<file path="config.mk">
export PLATFORM = sky130hd
export DESIGN_NAME = intel_hex_record_parser
export DESIGN_NICKNAME = d
export VERILOG_FILES = /design/src/sv/ihex_pkg.sv /design/src/sv/ihex_core.sv /design/src/sv/ihex_out_buf.sv /design/src/sv/intel_hex_record_parser.sv
export SDC_FILE = /design/constraint.sdc
export NUM_CORES = 1
export LEC_CHECK = 0
export BUFFER_PORTS_ARGS = -buffer_cell sky130_fd_sc_hd__buf_2
export CAP_MARGIN = 20
export CORE_ASPECT_RATIO = 0.7
export CORE_MARGIN = 10
export CORE_UTILIZATION = 50
export DETAILED_ROUTE_END_ITERATION = 12
export PLACE_DENSITY = 0.69
export SLEW_MARGIN = 20
export SYNTH_ARGS = -nofsm -noshare
export SYNTH_HDL_FRONTEND = slang
export SYNTH_SLANG_ARGS = --single-unit
</file>
<file path="constraint.sdc">
create_clock -name clk -period 14.5 [get_ports clk]
set_clock_uncertainty 0.05 [all_clocks]
set_input_delay 2.9 -clock clk [delete_from_list [all_inputs] [get_ports clk]]
set_output_delay 2.9 -clock clk [all_outputs]
set_load 0.05 [all_outputs]
</file>
<file path="src/sv/ihex_pkg.sv">
// ----------------------------------------------------------------------------
// ihex_pkg
// Shared types and constants for the Intel HEX record parser.
// ----------------------------------------------------------------------------
`default_nettype none

package ihex_pkg;

    // Width of the packed result payload, filled up to whole bytes
    localparam int RESULT_BITS = 74;
    localparam int TDATA_BITS  = ((RESULT_BITS + 7) / 8) * 8;

    // Text and record codes
    localparam logic [7:0] COLON_CHAR    = 8'h3A;
    localparam logic [7:0] REC_TYPE_DATA = 8'h00;
    localparam logic [7:0] REC_TYPE_END  = 8'h01;

    // Input action codes
    localparam logic ACTION_CHAR = 1'b0;
    localparam logic ACTION_END  = 1'b1;

    // Result kind codes
    localparam logic KIND_WRITE  = 1'b0;
    localparam logic KIND_REPORT = 1'b1;

    // Parser phase
    typedef enum logic [2:0] {
        PH_WAIT,
        PH_LEN,
        PH_ADDR_HI,
        PH_ADDR_LO,
        PH_TYPE,
        PH_DATA
    } phase_t;

    // One result item
    typedef struct packed {
        logic        kind;
        logic [15:0] write_address;
        logic [7:0]  write_data;
        logic [15:0] extent_start;
        logic [16:0] extent_end;
        logic [16:0] written_size;
    } result_t;

endpackage : ihex_pkg

`default_nettype wire

</file>
<file path="src/sv/ihex_core.sv">
// ----------------------------------------------------------------------------
// ihex_core
// Record state machine: decodes one request per cycle and forms at most one
// result (a memory byte write or the extent report) for the output stage.
// ----------------------------------------------------------------------------
`default_nettype none

module ihex_core
(
    input  wire logic             clk,
    input  wire logic             rst_n,
    input  wire logic             in_valid,
    input  wire logic             action,
    input  wire logic [7:0]       character,
    output      logic             res_valid,
    output      ihex_pkg::result_t res
);
    import ihex_pkg::*;

    // Map a text byte to its hex digit value, anything else to zero
    function automatic logic [3:0] hex_digit(input logic [7:0] c);
        logic [7:0] d;
        begin
            d = 8'd0;
            if (c >= 8'h30 && c <= 8'h39)
            begin
                d = c - 8'h30;
            end
            else if (c >= 8'h41 && c <= 8'h46)
            begin
                d = c - 8'h41 + 8'd10;
            end
            else if (c >= 8'h61 && c <= 8'h66)
            begin
                d = c - 8'h61 + 8'd10;
            end
            hex_digit = d[3:0];
        end
    endfunction

    phase_t      phase_reg,          phase_next;
    logic        second_nibble_reg,  second_nibble_next;
    logic [3:0]  high_nibble_reg,    high_nibble_next;
    logic [7:0]  bytes_left_reg,     bytes_left_next;
    logic [15:0] record_address_reg, record_address_next;
    logic [15:0] lowest_start_reg,   lowest_start_next;
    logic [16:0] highest_end_reg,    highest_end_next;

    logic [7:0]  byte_val;
    logic [16:0] end_val;
    logic [16:0] size_val;

    // Hold parser state
    always_ff @(posedge clk or negedge rst_n)
    begin
        if (!rst_n)
        begin
            phase_reg          <= PH_WAIT;
            second_nibble_reg  <= 1'b0;
            high_nibble_reg    <= 4'd0;
            bytes_left_reg     <= 8'd0;
            record_address_reg <= 16'd0;
            lowest_start_reg   <= 16'hFFFF;
            highest_end_reg    <= 17'd0;
        end
        else
        begin
            phase_reg          <= phase_next;
            second_nibble_reg  <= second_nibble_next;
            high_nibble_reg    <= high_nibble_next;
            bytes_left_reg     <= bytes_left_next;
            record_address_reg <= record_address_next;
            lowest_start_reg   <= lowest_start_next;
            highest_end_reg    <= highest_end_next;
        end
    end

    // Assemble the byte, the record end and the report size
    assign byte_val = {high_nibble_reg, hex_digit(character)};
    assign end_val  = {1'b0, record_address_reg} + {9'd0, bytes_left_reg};
    assign size_val = (highest_end_reg > {1'b0, lowest_start_reg})
                    ? (highest_end_reg - {1'b0, lowest_start_reg}) : 17'd0;

    // Advance the parser and form the result
    always_comb
    begin
        phase_next          = phase_reg;
        second_nibble_next  = second_nibble_reg;
        high_nibble_next    = high_nibble_reg;
        bytes_left_next     = bytes_left_reg;
        record_address_next = record_address_reg;
        lowest_start_next   = lowest_start_reg;
        highest_end_next    = highest_end_reg;
        res_valid           = 1'b0;
        res                 = '0;

        if (in_valid)
        begin
            if (action == ACTION_END)
            begin
                // Report the extent, leave the parse untouched
                res_valid        = 1'b1;
                res.kind         = KIND_REPORT;
                res.extent_start = lowest_start_reg;
                res.extent_end   = highest_end_reg;
                res.written_size = size_val;
            end
            else if (phase_reg == PH_WAIT)
            begin
                // Skip text until a colon opens a record
                if (character == COLON_CHAR)
                begin
                    phase_next         = PH_LEN;
                    second_nibble_next = 1'b0;
                    high_nibble_next   = 4'd0;
                end
            end
            else if (!second_nibble_reg)
            begin
                high_nibble_next   = hex_digit(character);
                second_nibble_next = 1'b1;
            end
            else
            begin
                second_nibble_next = 1'b0;
                case (phase_reg)
                    PH_LEN:
                    begin
                        bytes_left_next = byte_val;
                        phase_next      = PH_ADDR_HI;
                    end
                    PH_ADDR_HI:
                    begin
                        record_address_next = {byte_val, 8'd0};
                        phase_next          = PH_ADDR_LO;
                    end
                    PH_ADDR_LO:
                    begin
                        record_address_next = {record_address_reg[15:8], byte_val};
                        phase_next          = PH_TYPE;
                    end
                    PH_TYPE:
                    begin
                        // Every record but end widens the extent
                        if (byte_val != REC_TYPE_END)
                        begin
                            if (record_address_reg < lowest_start_reg)
                            begin
                                lowest_start_next = record_address_reg;
                            end
                            if (end_val > highest_end_reg)
                            begin
                                highest_end_next = end_val;
                            end
                        end
                        if (byte_val == REC_TYPE_DATA && bytes_left_reg != 8'd0)
                        begin
                            phase_next = PH_DATA;
                        end
                        else
                        begin
                            phase_next = PH_WAIT;
                        end
                    end
                    PH_DATA:
                    begin
                        // Emit one byte write, the address wraps at 64K
                        res_valid           = 1'b1;
                        res.kind            = KIND_WRITE;
                        res.write_address   = record_address_reg;
                        res.write_data      = byte_val;
                        record_address_next = record_address_reg + 16'd1;
                        bytes_left_next     = bytes_left_reg - 8'd1;
                        if (bytes_left_reg == 8'd1)
                        begin
                            phase_next = PH_WAIT;
                        end
                    end
                    default:
                    begin
                        phase_next = PH_WAIT;
                    end
                endcase
            end
        end
    end

    // A data phase always has bytes left to take
    assert property (@(posedge clk) disable iff (!rst_n)
        (phase_reg == PH_DATA) |-> (bytes_left_reg != 8'd0))
    else $error("data phase with no bytes left");

    // No held digit while waiting for a colon
    assert property (@(posedge clk) disable iff (!rst_n)
        (phase_reg == PH_WAIT) |-> !second_nibble_reg)
    else $error("half byte held outside a record");

    // Once some end is recorded, the start lies at or below it
    assert property (@(posedge clk) disable iff (!rst_n)
        (highest_end_reg != 17'd0) |-> ({1'b0, lowest_start_reg} <= highest_end_reg))
    else $error("extent start above extent end");

endmodule : ihex_core

`default_nettype wire

</file>
<file path="src/sv/ihex_out_buf.sv">
// ----------------------------------------------------------------------------
// ihex_out_buf
// Output register with a skid stage, so a request is taken while a finished
// result still waits on the result side.
// ----------------------------------------------------------------------------
`default_nettype none

module ihex_out_buf
(
    input  wire logic              clk,
    input  wire logic              rst_n,
    input  wire logic              in_valid,
    input  wire ihex_pkg::result_t in_data,
    output      logic              ready,
    output      logic              out_valid,
    output      ihex_pkg::result_t out_data,
    input  wire logic              out_ready
);
    import ihex_pkg::*;

    logic    out_valid_reg, out_valid_next;
    logic    skid_valid_reg, skid_valid_next;
    result_t out_data_reg, out_data_next;
    result_t skid_data_reg, skid_data_next;

    assign ready     = !skid_valid_reg;
    assign out_valid = out_valid_reg;
    assign out_data  = out_data_reg;

    // Hold the valid flags
    always_ff @(posedge clk or negedge rst_n)
    begin
        if (!rst_n)
        begin
            out_valid_reg  <= 1'b0;
            skid_valid_reg <= 1'b0;
        end
        else
        begin
            out_valid_reg  <= out_valid_next;
            skid_valid_reg <= skid_valid_next;
        end
    end

    // Hold the payloads
    always_ff @(posedge clk)
    begin
        out_data_reg  <= out_data_next;
        skid_data_reg <= skid_data_next;
    end

    // Refill the output slot from the skid stage first, else from the core
    always_comb
    begin
        out_valid_next  = out_valid_reg;
        skid_valid_next = skid_valid_reg;
        out_data_next   = out_data_reg;
        skid_data_next  = skid_data_reg;
        if (out_ready || !out_valid_reg)
        begin
            if (skid_valid_reg)
            begin
                out_valid_next  = 1'b1;
                out_data_next   = skid_data_reg;
                skid_valid_next = 1'b0;
            end
            else
            begin
                out_valid_next = in_valid;
                out_data_next  = in_data;
            end
        end
        else if (in_valid)
        begin
            skid_valid_next = 1'b1;
            skid_data_next  = in_data;
        end
    end

    // A new result never arrives while the skid stage is full
    assert property (@(posedge clk) disable iff (!rst_n)
        in_valid |-> !skid_valid_reg)
    else $error("result arrived with skid stage full");

    // The skid stage fills only behind a waiting output
    assert property (@(posedge clk) disable iff (!rst_n)
        skid_valid_reg |-> out_valid_reg)
    else $error("skid stage full with output empty");

    // The skid stage fills only when the output was stalled
    assert property (@(posedge clk) disable iff (!rst_n)
        $rose(skid_valid_reg) |-> $past(out_valid_reg && !out_ready))
    else $error("skid stage filled without a stall");

endmodule : ihex_out_buf

`default_nettype wire

</file>
<file path="src/sv/intel_hex_record_parser.sv">
// ----------------------------------------------------------------------------
// intel_hex_record_parser
// Parses Intel HEX text into memory byte writes and a final extent report.
//
//   Channel   Dir  Handshake                    Content
//   s_axis    in   s_axis_tvalid/s_axis_tready  one text character or end
//   m_axis    out  m_axis_tvalid/m_axis_tready  byte write or extent report
//
// One request is taken every cycle while s_axis_tready is high; each request
// is decoded by the record state machine in that cycle and its result is
// registered in the output register. Reset (rst_n low) returns to waiting for a
// colon with an empty extent. A stalled result side fills the skid stage behind
// the output register; s_axis_tready drops only while that stage is full.
// ----------------------------------------------------------------------------
`default_nettype none

module intel_hex_record_parser
(
    input  wire logic        clk,
    input  wire logic        rst_n,
    input  wire logic        s_axis_tvalid,
    output      logic        s_axis_tready,
    input  wire logic [7:0]  s_axis_tdata,   // [7:0] character
    input  wire logic        s_axis_tuser,   // [0] action
    output      logic        m_axis_tvalid,
    input  wire logic        m_axis_tready,
    output      logic [79:0] m_axis_tdata,   // [15:0] write_address,
                                             // [23:16] write_data,
                                             // [39:24] extent_start,
                                             // [56:40] extent_end,
                                             // [73:57] written_size, rest 0
    output      logic        m_axis_tuser    // [0] kind
);
    import ihex_pkg::*;

    logic    take;
    logic    res_valid;
    result_t res;
    result_t out_res;

    // Accept a request when both sides agree
    assign take = s_axis_tvalid && s_axis_tready;

    ihex_core u_core
    (
        .clk       (clk),
        .rst_n     (rst_n),
        .in_valid  (take),
        .action    (s_axis_tuser),
        .character (s_axis_tdata),
        .res_valid (res_valid),
        .res       (res)
    );

    ihex_out_buf u_out
    (
        .clk       (clk),
        .rst_n     (rst_n),
        .in_valid  (res_valid),
        .in_data   (res),
        .ready     (s_axis_tready),
        .out_valid (m_axis_tvalid),
        .out_data  (out_res),
        .out_ready (m_axis_tready)
    );

    // Pack the result fields, lowest field first
    assign m_axis_tuser = out_res.kind;
    assign m_axis_tdata = {
        6'd0,
        out_res.written_size,
        out_res.extent_end,
        out_res.extent_start,
        out_res.write_data,
        out_res.write_address
    };

endmodule : intel_hex_record_parser

`default_nettype wire

</file>
==> impl_table.tex <==
\begin{tabular}{lr}
\hline
Metric & Value \\
\hline
\multicolumn{2}{l}{\textbf{Pwr}} \\
\quad Worst supply voltage drop on vdd & 0.1054 mV \\
\quad Power Internal & $\sim$1.5 mW \\
\quad Combinational share of power & 0.401 \\
\quad Sequential power share & 0.367 \\
\quad Share of total power consumed by net switching & 0.3951 \\
\quad Clock group share of total power & 0.232 \\
\quad Total Power & 2.509 mW \\
\quad Leakage power of the design & slightly below 6 nW \\
\quad Net load switching power & 991.3 µW \\
\quad PwrDens & around 200 mW/mm² \\
\multicolumn{2}{l}{\textbf{Floorplan}} \\
\quad Overall die width & 198.3 µm \\
\quad Number of top-level design ports & 96 \\
\quad Vertical die dimension & around 140 µm \\
\quad Site row count & 45 \\
\quad Initial core utilization & 0.5108 \\
\quad Core Footprint & 0.02179 mm² \\
\quad Die Area & around 0.029 mm² \\
\multicolumn{2}{l}{\textbf{Setup path}} \\
\quad Arrival @ worst endpoint & between 6 and 7 ns \\
\quad Worst R2R Setup Slack & $\sim$9.7 ns \\
\quad Required time of the critical path & roughly 15 ns \\
\quad Element type at the critical path end & register \\
\quad Critical Setup Path Class & in2reg \\
\quad Worst-path maximum fanout & 16 \\
\quad Critical path startpoint category & primary input \\
\multicolumn{2}{l}{\textbf{Finish}} \\
\quad Antenna Cells & 0 \\
\quad Footprint of the flip-flops and latches & between 0.006 and 0.007 mm² \\
\quad Post-route insts no fill & about 1,300 \\
\quad Layout fillers & about 1,900 \\
\quad Synth-to-layout area growth & 12.80\% \\
\quad Final layout net count & 1,116 \\
\quad Post-route core utilization & 0.5762 \\
\quad Fraction of layout instances using a drive strength above 1 & 0.1757 \\
\quad Area of the multi-input gates & 0.004559 mm² \\
\multicolumn{2}{l}{\textbf{Yosys}} \\
\quad Cell area after synthesis & roughly 0.011 mm² \\
\quad EDFF count, synth & 150 \\
\quad Async set-reset flop share out of synthesis & 0.3088 \\
\quad Largest area contributor in the netlist & sky130\_fd\_sc\_hd\_\_edfxtp\_1 \\
\quad Distinct cell type count after synthesis & 67 \\
\quad Biggest area contributors in the synthesized netlist & sky130\_fd\_sc\_hd\_\_edfxtp\_1, sky130\_fd\_sc\_hd\_\_dfrtp\_1, sky130\_fd\_sc\_hd\_\_ha\_1, sky130\_fd\_sc\_hd\_\_a21o\_1, sky130\_fd\_sc\_hd\_\_dfstp\_2 \\
\quad Leading post-synthesis cells by instance count & sky130\_fd\_sc\_hd\_\_edfxtp\_1, sky130\_fd\_sc\_hd\_\_a21o\_1, sky130\_fd\_sc\_hd\_\_nor2\_1, sky130\_fd\_sc\_hd\_\_ha\_1 \\
\quad Avg Synthesized Cell Area & 11.67 µm² \\
\quad Mapped Cells & 954 \\
\quad Most repeated cell in the gate-level netlist after synthesis & sky130\_fd\_sc\_hd\_\_edfxtp\_1 \\
\quad Top\_reg\_cell synth & sky130\_fd\_sc\_hd\_\_edfxtp\_1 \\
\quad Number of warnings issued by yosys & 0 \\
\quad Share of the synthesized area in the top cell type & 0.4047 \\
\quad Sequential share of the synthesized area & 0.5571 \\
\quad Synth Register Bits & 217 \\
\multicolumn{2}{l}{\textbf{Job}} \\
\quad Max-capacitance violation count & 0 \\
\multicolumn{2}{l}{\textbf{CTS}} \\
\quad Post-CTS setup repair buffer count & 0 \\
\quad Resized cells post-CTS & 0 \\
\quad Clock-pin slew reported for the worst setup and hold paths after clock tree synthesis & $\sim$0.060 ns \\
\quad Number of buffers inserted by hold repair at cts & 0 \\
\quad Maximum root-to-sink buffer count & 3 \\
\quad \# clock sinks & roughly 220 \\
\quad Number of buffers created by CTS & 22 \\
\quad Clock Latency Late Sink & 0.50 ns \\
\quad H-Tree Level Count & 1 \\
\quad Clock Tree Root & sky130\_fd\_sc\_hd\_\_clkbuf\_16 \\
\quad TritonCTS clock tree & done \\
\multicolumn{2}{l}{\textbf{STA}} \\
\quad Post-Route Hold Slack & between 0.4 and 0.5 ns \\
\quad Final Cycle Share & 0.3900 \\
\quad Hold violation total from the final report & 0 \\
\quad Final sum of negative setup slack & 0 ns \\
\quad Number of endpoints failing setup at the final stage & 0 \\
\quad Count of pins over their slew limit & 0 \\
\quad Setup repair after global routing missed its margin & no \\
\quad FMAX & around 180 MHz \\
\quad Worst slew margin & 0.3469 \\
\quad Slew of the pin with the lowest slew margin & 0.9706 ns \\
\quad Minimum clock period & about 5.7 ns \\
\multicolumn{2}{l}{\textbf{Drt}} \\
\quad Drt wl/cell & 19.27 µm \\
\quad Antenna Violating Nets Remaining & 0 \\
\quad Detailed-route via count & around 7,700 \\
\quad Final WL & roughly 26,000 µm \\
\quad Wl on met1 & around 13,000 µm \\
\quad Highest metal layer with signal wires & met5 \\
\quad Routed met2 length & 10,730 µm \\
\quad Iteration count of the initial detailed-routing pass & 5 \\
\quad Remaining design rule violation count & 0 \\
\quad Vias per Instance & $\sim$5.7 \\
\quad Met3 Wirelength & between 1500 and 2000 µm \\
\quad Iter 0 DRT Violations & roughly 640 \\
\multicolumn{2}{l}{\textbf{Hold path}} \\
\quad Min-delay worst type & reg2reg \\
\multicolumn{2}{l}{\textbf{Global routing}} \\
\quad Initial antenna violation count & 1 \\
\quad Global-route wire length before repair & 41,510 µm \\
\quad Total GRT Usage & 0.1792 \\
\quad Largest net degree at the start of global routing & just under 80 \\
\quad Number of global-route vias before repair & 7,446 \\
\quad Final global-route overflow total & 0 \\
\multicolumn{2}{l}{\textbf{Placed design}} \\
\quad Count of placed standard cells including taps & roughly 1,300 \\
\quad Sum of net half-perimeters after detailed placement & about 18,000 µm \\
\quad Final RePlAce weighted congestion & between 0.8 and 0.9 \\
\quad Buffers added on ports & 89 \\
\multicolumn{2}{l}{\textbf{Status}} \\
\quad Outcome & finished, final reports clean \\
\hline
\end{tabular}
-- worst paths after layout --
path	start	to	depth (start not counted)
worst max-delay path	s_axis_tdata[3]	u_core.lowest_start_reg[14]	7
min in group asynchronous	rst_n	u_core.second_nibble_reg	2
worst min-delay path	u_out.skid_data_reg[11]	u_out.out_data[11]	1
max in group asynchronous	rst_n	u_out.skid_valid_reg	2
worst min register to register	u_out.skid_data_reg[11]	u_out.out_data[11]	1
worst max register to register	u_core.record_address_reg[1]	u_core.highest_end_reg[4]	15
-- power by group through the flow --
| stage | clock network, mW | logic, mW | registers [mW] |
|---|---|---|---|
| final | 0.582 | 1.00 | 0.922 |
| after detailed placement | 0 | 0.994 | 0.931 |
| after global routing | 0.622 | 1.12 | 0.939 |
| after global placement | 0 | 0.981 | 0.929 |
| after floorplan | 0 | 0.626 | 1.05 |
| after CTS | 0.597 | 1.00 | 0.919 |
-- layer usage --
metal	track usage	up-vias
met5	0	-
met3	0.03852	31
li1	-	3675
met1	0.2710	3717
met2	0.2562	237
met4	0.03669	2
-- area by class of cell --
| class | count | share of cell area |
|---|---|---|
| multi-input cells | 648 | 0.3631 |
| flip-flops and latches | 217 | 0.4940 |
| well taps | 282 | 0.02810 |
| clock inverters | 10 | 0.009766 |
| clock buffers | 30 | 0.04953 |
| repair buffers | 97 | 0.04026 |
| inverters | 51 | 0.01525 |
-- kinds of logic (layout without fill, tap and decap cells) --
group / after synthesis / count (layout) / synth area share
flip-flops: 217 / 217 / 0.5571
XOR/XNOR: 28 / 28 / 0.02203
AND/OR/NAND/NOR: 271 / 271 / 0.1225
buffers and inverters: 94 / 188 / 0.03664
adder cells (fa/ha/maj): 66 / 66 / 0.07554
other: 1 / 6 / 0.0003369
AO/OA/AOI/OAI: 243 / 243 / 0.1491
multiplexers: 34 / 34 / 0.03676
-- metrics by stage --
stage | setup WS [ns] | area (µm²)
floorplan | 3.714 | 11150
global placement | 8.471 | 11810
detailed placement | 8.327 | 11810
CTS | 8.884 | 12550
global route | 8.713 | 12560
finish | 8.845 | 12560
-- critical path, stage by stage --
cell and delay (ns):
sky130_fd_sc_hd__buf_2 0.14, sky130_fd_sc_hd__or4b_4 0.56, sky130_fd_sc_hd__o2bb2ai_1 0.56, sky130_fd_sc_hd__nand4b_2 0.28, sky130_fd_sc_hd__o21ai_2 0.10, sky130_fd_sc_hd__nand4bb_1 0.86, sky130_fd_sc_hd__mux2_1 0.61
-- layout by cell type (no fill, tap or decap), types with 7 or more instances in the layout --
master                      count
sky130_fd_sc_hd__a211oi_1       7
sky130_fd_sc_hd__and3_1        22
sky130_fd_sc_hd__ha_1          64
sky130_fd_sc_hd__a31oi_1       10
sky130_fd_sc_hd__dfstp_2       16
sky130_fd_sc_hd__nor3_1        21
sky130_fd_sc_hd__mux2_4         9
sky130_fd_sc_hd__o21ai_0       37
sky130_fd_sc_hd__and2_1        39
sky130_fd_sc_hd__nor2_1        76
sky130_fd_sc_hd__buf_2         89
sky130_fd_sc_hd__mux2_2        18
sky130_fd_sc_hd__dfrtp_1       50
sky130_fd_sc_hd__xor2_1         8
sky130_fd_sc_hd__nand3_1       23
sky130_fd_sc_hd__a21o_1        80
sky130_fd_sc_hd__nand2_1       47
sky130_fd_sc_hd__clkbuf_16     23
sky130_fd_sc_hd__inv_1         51
sky130_fd_sc_hd__edfxtp_1     150
sky130_fd_sc_hd__a21oi_1       43
sky130_fd_sc_hd__xnor2_1       20
sky130_fd_sc_hd__buf_4          8
sky130_fd_sc_hd__nor2b_1       11
sky130_fd_sc_hd__nand4_1        7
(Power assumes the default switching activity.)
